[config.mk]
export PLATFORM = sky130hd
export DESIGN_NAME = float_pack_custom_format
export DESIGN_NICKNAME = d
export VERILOG_FILES = /design/src/rtl/core/fpk_pkg.sv /design/src/rtl/core/fpk_decode.sv /design/src/rtl/core/fpk_pack.sv /design/src/rtl/core/float_pack_custom_format.sv
export VERILOG_INCLUDE_DIRS = /design/src /design/src/rtl/core
export SDC_FILE = /design/constraint.sdc
export NUM_CORES = 2
export LEC_CHECK = 0
export BUFFER_PORTS_ARGS = -buffer_cell sky130_fd_sc_hd__buf_4
export CAP_MARGIN = 20
export CORE_ASPECT_RATIO = 0.75
export CORE_UTILIZATION = 35
export CTS_BUF_LIST = sky130_fd_sc_hd__clkbuf_16
export CTS_CLUSTER_SIZE = 40
export DETAILED_ROUTE_END_ITERATION = 10
export PLACE_DENSITY_LB_ADDON = 0.12
export RECOVER_POWER = 50
export SLEW_MARGIN = 40
export SYNTH_ARGS = -nofsm -noshare
export SYNTH_HDL_FRONTEND = slang
export SYNTH_HIERARCHICAL = 1
export SYNTH_SLANG_ARGS = --single-unit
[constraint.sdc]
create_clock -name clk -period 10.5 [get_ports clk]
set_clock_uncertainty 0.15 [all_clocks]
set_input_delay 0.525 -clock clk [delete_from_list [all_inputs] [get_ports clk]]
set_output_delay 0.525 -clock clk [all_outputs]
set_load 0.1 [all_outputs]
[src/rtl/core/assert_macros.svh]
// Assertion macros shared by the RTL files of the float packer.
// Depends on nothing; included by files that carry assertions.
`ifndef ASSERT_MACROS_SVH
`define ASSERT_MACROS_SVH

// Property that must hold on every clock edge outside reset.
`define ASSERT_CLK(label, prop, msg) \
	label: assert property (@(posedge clk) disable iff (!arst_n) (prop)) else $error(msg);

// Implication whose consequent is checked in the cycle after its antecedent.
`define ASSERT_NEXT(label, ante, cons, msg) \
	label: assert property (@(posedge clk) disable iff (!arst_n) (ante) |=> (cons)) \
		else $error(msg);

`endif

[src/rtl/core/fpk_pkg.sv]
// Package for the float packer: status codes, widths and helper types.
// Depends on nothing.
`default_nettype none
package fpk_pkg;
	typedef enum logic [1:0] {
		ST_OK = 2'd0,
		ST_RANGE = 2'd1,
		ST_INFNAN = 2'd2,
		ST_BADW = 2'd3
	} status_t;

	localparam int TB_W = 7;
	localparam int EB_W = 4;
	localparam logic [TB_W-1:0] TB_RESET = 7'd32;
	localparam logic [EB_W-1:0] EB_RESET = 4'd8;
	localparam logic [6:0] HALF_MAX_F = 7'd22;
	localparam logic [0:0] IDX_TOTAL = 1'b0;
	localparam logic [0:0] IDX_EXP = 1'b1;

	// Decoded input held in the first pipeline stage.
	typedef struct packed {
		logic bad_w;
		logic inf_nan;
		logic zero;
		logic sign;
		logic signed [12:0] e;
		logic [51:0] frac;
		logic [5:0] f;
		logic [6:0] tb;
		logic [3:0] eb;
	} dec_t;
endpackage
`default_nettype wire

[src/rtl/core/fpk_decode.sv]
// Input decode stage: unpacks binary64, normalizes subnormals, checks widths.
// Depends on fpk_pkg.
`default_nettype none
module fpk_decode (
	input wire logic [63:0] value_bits,
	input wire logic [6:0] tb,
	input wire logic [3:0] eb,
	output fpk_pkg::dec_t dec
);
	logic [10:0] bexp;
	logic [51:0] mant;
	logic [5:0] p;
	logic found;
	logic [6:0] f7;

	assign bexp = value_bits[62:52];
	assign mant = value_bits[51:0];

	// Leading-one position of the subnormal mantissa (0 when none above bit 0).
	always_comb begin
		p = 6'd0;
		found = 1'b0;
		for (int i = 51; i > 0; i--) begin
			if (!found && mant[i]) begin
				p = 6'(i);
				found = 1'b1;
			end
		end
	end

	assign f7 = tb - 7'(eb) - 7'd1;

	always_comb begin
		dec.bad_w = (tb < 7'd2) || (tb > 7'd64) || (eb < 4'd1) || (eb > 4'd11)
			|| (7'(eb) + 7'd1 > tb);
		dec.inf_nan = (bexp == 11'h7FF);
		dec.zero = (bexp == 11'd0) && (mant == 52'd0);
		dec.sign = value_bits[63];
		dec.f = f7[5:0];
		dec.tb = tb;
		dec.eb = eb;
		if (bexp == 11'd0) begin
			dec.e = 13'(p) - 13'sd1074;
			dec.frac = mant << (6'd52 - p);
		end else begin
			dec.e = $signed({2'b00, bexp}) - 13'sd1023;
			dec.frac = mant;
		end
	end
endmodule
`default_nettype wire

[src/rtl/core/fpk_pack.sv]
// Pack stage: scales the fraction, biases the exponent, forms the word.
// Depends on fpk_pkg.
`default_nettype none
module fpk_pack (
	input wire fpk_pkg::dec_t dec,
	output logic [63:0] packed_word,
	output fpk_pkg::status_t st
);
	logic [5:0] lo_bits;
	logic [51:0] q;
	logic [51:0] r;
	logic [115:0] tail;
	logic [63:0] sig;
	logic signed [12:0] bias;
	logic signed [12:0] exmax;
	logic signed [12:0] ex;
	logic [63:0] ex64;

	// Fraction scale: 2^f + 1/2 up to f of 22, plain 2^f above.
	always_comb begin
		lo_bits = 6'd52 - dec.f;
		q = dec.frac >> lo_bits;
		r = dec.frac & ~(52'hF_FFFF_FFFF_FFFF << lo_bits);
		tail = (116'(r) << (dec.f + 6'd1)) + 116'(dec.frac);
		if (7'(dec.f) <= fpk_pkg::HALF_MAX_F)
			sig = 64'(q) + 64'(tail >> 53);
		else if (dec.f >= 6'd52)
			sig = 64'(dec.frac) << (dec.f - 6'd52);
		else
			sig = 64'(dec.frac >> (6'd52 - dec.f));
	end

	// Exponent bias and range.
	always_comb begin
		bias = 13'sd1 <<< (dec.eb - 4'd1);
		bias = bias - 13'sd1;
		exmax = (13'sd1 <<< dec.eb) - 13'sd1;
		ex = dec.e + bias;
		ex64 = 64'(signed'(ex));
	end

	// Result word and status with bad widths first.
	always_comb begin
		packed_word = 64'd0;
		st = fpk_pkg::ST_OK;
		if (dec.bad_w) begin
			st = fpk_pkg::ST_BADW;
		end else if (dec.inf_nan) begin
			st = fpk_pkg::ST_INFNAN;
		end else if (!dec.zero) begin
			packed_word = (64'(dec.sign) << (dec.tb - 7'd1)) | (ex64 << dec.f) | sig;
			if (ex < 13'sd0 || ex > exmax)
				st = fpk_pkg::ST_RANGE;
		end
	end
endmodule
`default_nettype wire

[src/rtl/core/float_pack_custom_format.sv]
// Top level of the float packer: config registers, two pipeline stages.
// Depends on fpk_pkg, fpk_decode, fpk_pack and assert_macros.svh.
// Takes one binary64 value per cycle when start is high and busy is low;
// busy is always low. Each result passes through the decode stage register
// and then the result register after the pack stage, and is driven with done
// high for exactly one cycle.
// The receiver cannot stall, so results must be taken when done is high.
`default_nettype none
`include "assert_macros.svh"
module float_pack_custom_format (
	input wire logic clk,
	input wire logic arst_n,
	input wire logic start,
	output logic busy,
	input wire logic [63:0] value_bits,
	input wire logic cfg_we,
	input wire logic [0:0] cfg_idx,
	input wire logic [6:0] cfg_wdata,
	output logic done,
	output logic [63:0] packed_res,
	output logic [1:0] status
);
	logic [6:0] tb_q;
	logic [3:0] eb_q;
	logic v_s1, v_s2;
	fpk_pkg::dec_t dec_d, dec_s1;
	logic [63:0] word_d;
	fpk_pkg::status_t st_d;

	assign busy = 1'b0;

	// Configuration register writes.
	always_ff @(posedge clk or negedge arst_n) begin
		if (!arst_n) begin
			tb_q <= fpk_pkg::TB_RESET;
			eb_q <= fpk_pkg::EB_RESET;
		end else if (cfg_we) begin
			if (cfg_idx == fpk_pkg::IDX_TOTAL)
				tb_q <= cfg_wdata;
			else if (cfg_idx == fpk_pkg::IDX_EXP)
				eb_q <= cfg_wdata[3:0];
		end
	end

	fpk_decode u_dec (.value_bits(value_bits), .tb(tb_q), .eb(eb_q), .dec(dec_d));

	// Stage valid bits.
	always_ff @(posedge clk or negedge arst_n) begin
		if (!arst_n) begin
			v_s1 <= 1'b0;
			v_s2 <= 1'b0;
		end else begin
			v_s1 <= start;
			v_s2 <= v_s1;
		end
	end

	// Decoded item register.
	always_ff @(posedge clk) begin
		dec_s1 <= dec_d;
	end

	fpk_pack u_pack (.dec(dec_s1), .packed_word(word_d), .st(st_d));

	// Result register.
	always_ff @(posedge clk) begin
		packed_res <= word_d;
		status <= st_d;
	end

	assign done = v_s2;

	`ASSERT_NEXT(a_done_follows, v_s1, done, "done missing after stage one")
	`ASSERT_CLK(a_never_busy, !busy, "busy raised")
	`ASSERT_NEXT(a_zero_on_fault, v_s1 && (dec_s1.bad_w || dec_s1.inf_nan),
		packed_res == 64'd0, "nonzero word on fault")
endmodule
`default_nettype wire
==> flow_summary.json <==
{
  "nNetsFinal": 4774,
  "fin_crit_sh_pct": 96.7,
  "critical_path.max_fanout": 17,
  "clk_pin_slew_ns": 0.07,
  "cts_buffers": 17,
  "coreArea_sq_um": 87700,
  "die_w_um": 346,
  "track_usage_pct": 41.6,
  "cts_sinks": 165,
  "place.gp.congestion": 1.10,
  "grt_first_pass_wirelength_mm": 271,
  "finalHoldViolCount": 0,
  "synth_top_area_share_pct": 9.81,
  "yosysSeqAreaShare_pct": 10.9,
  "fin_cells": 5695,
  "die_h_um": 260,
  "synth.area.top_cells": "dfxtp_1 9.8%, mux4_2 7.8%, ha_1 6.9%",
  "netlist-cell-type-count": 129,
  "io_pins": 144,
  "grtUsageMet1_pct": 59.4,
  "via_count": 39300,
  "grtUsageMet3_pct": 16.4,
  "htree_levels": 4,
  "drt_pass1_iterations": 8,
  "met2_usage_pct": 55.1,
  "path_delay_family": "compound AO/OA/AOI/OAI gates",
  "cp_data_arrival_time_ns": 10.41,
  "required_ns": 10.76,
  "start_kind": "register",
  "crit_slowest_cell": "mux4_2",
  "maxCapViolCount": 1,
  "overflow": 0,
  "syn-num-nets": 4573,
  "synth_common_cells": "552 x nand2_1, 455 x nor2_1, 372 x a21oi_1",
  "ys_warn_count": 6,
  "slowest_delay_ns": 0.58,
  "vias_per_cell": 6.90,
  "fmax_mhz": 98.5,
  "setup_violations": 0,
  "syn_inst": 4324,
  "path_common_cell": "buf_4",
  "dp.final_hpwl_mm": 156,
  "yosysMostFrequentCell": "nand2_1",
  "cp-end-kind": "register",
  "cts_tree": "done",
  "path_class": "reg -> reg",
  "wirelength_mm": 195,
  "drc": 0,
  "cts_max_path_buffers": 2,
  "run_status": "finished, violations left",
  "initial_utilization_pct": 35.4,
  "routedWlPerCell_um": 34.2,
  "clockRootBuffer": "clkbuf_16",
  "grt_max_degree": 112,
  "ys_ff_latch": 165,
  "syn_to_final_growth_pct": 15.7,
  "postRouteAntennaNets": 0,
  "synth-async-reset-ratio_pct": 7.88,
  "drive_gt1_share_pct": 18.7,
  "top_usage_layer": "met1",
  "grt_pass1_vias": 35800,
  "fin_setup_tns_ns": 0,
  "placed_cells": 5640,
  "r2r_setup_slack_ns": 0.35,
  "antenna_found_initial": 11,
  "synth_edf_count": 0,
  "drtIter0Drc": 6900,
  "rows": 94,
  "max_slew_margin_pct": -75.4,
  "cp.buffers_inverters": 10,
  "avgSynthCellArea_sq_um": 7.17,
  "portBuffers": 142,
  "clk_latency_ns": 0.49,
  "violations": "capacitance limit, slew limit",
  "stdcell_area_sq_um": 35900,
  "yosys_most_used_dff": "dfxtp_1",
  "hold_path_class": "in -> reg",
  "timing.final.crit_period_ns": 10.15,
  "slew_viol_final": 56,
  "postPlaceCellArea_sq_um": 35000,
  "dieArea_sq_um": 89800,
  "max_slew.worst_pin.slew_ns": 2.63,
  "yosysTopAreaCell": "dfxtp_1",
  "syn_area_sq_um": 31000
}
==> cells in the final DEF, fill, tap and decap left out, types with 108 or more instances in the layout <==
cell and instances:
buf_4 441, mux4_2 108, nor2_1 447, nand3_1 114, o21ai_0 213, a21oi_1 366
ha_1 165, mux2i_1 176, nand2_1 549, dfxtp_1 143
==> repair_timing <==
action | 4_1_cts | 5_1_grt
gates resized for setup | 3 | 82
endpoints found under the hold margin | 15 | 0
buffers inserted | 0 | 10
setup endpoints to repair | 2 | 25
gates cloned | 0 | 3
hold buffers | 3 | 0
pin swaps | 0 | 9
==> layer usage <==
layer,vias up,wire [um]
met5,-,75
met4,10,8030
met3,439,30200
met2,3040,72600
met1,19000,83700
li1,16800,-
==> layout make-up <==
type                       instances  area (sq um)
inverter                         105           394
clock inverter                    15           145
fill                            9358         51800
tap                             1152          1440
antenna                            5          12.5
multi-input combinational       3704         26200
clock buffer                      17           425
sequential                       165          3390
timing repair buffer             532          3850
==> flip-flops by register name, indices dropped and copies added, names as in the netlist <==
name	cells
dec_s1	86
done	1
eb_q	4
packed_res	64
status	2
tb_q	7
v_s1	1
==> metrics by stage <==
step | utilization [%] | hold slack [ns] | worst slack, ns
floorplan | - | 0.0794 | 0.0447
global placement | 39.8 | 0.202 | -0.0486
detailed placement | 39.9 | 0.186 | 0.00104
CTS | 40.6 | 0.0517 | 0.0621
global route | 40.9 | 0.0823 | -0.0261
finish | 40.9 | 0.0835 | 0.346
==> cells by family after synthesis <==
kind of cell    share of synthesized area [%]
fa+ha+maj                                7.05
mux                                      16.1
xor+xnor                                 3.89
other cells                            0.0121
simple gates                             23.7
compound gates                           31.9
buf+inv                                  6.57
flops                                    10.9
==> worst paths after layout <==
kind | from | endpoint | cells past startpoint
worst max-delay path | dec_s1[11] | packed_res[36] | 45
min in group asynchronous | arst_n | tb_q[1] | 2
worst min-delay path | value_bits[62] | dec_s1[80] | 2
max in group asynchronous | arst_n | tb_q[3] | 2
worst max register to register | dec_s1[11] | packed_res[36] | 45
worst min register to register | v_s1 | done | 0
Power is not shown: default switching activity piles up to over one toggle a cycle in this logic, so the estimate is an artifact.
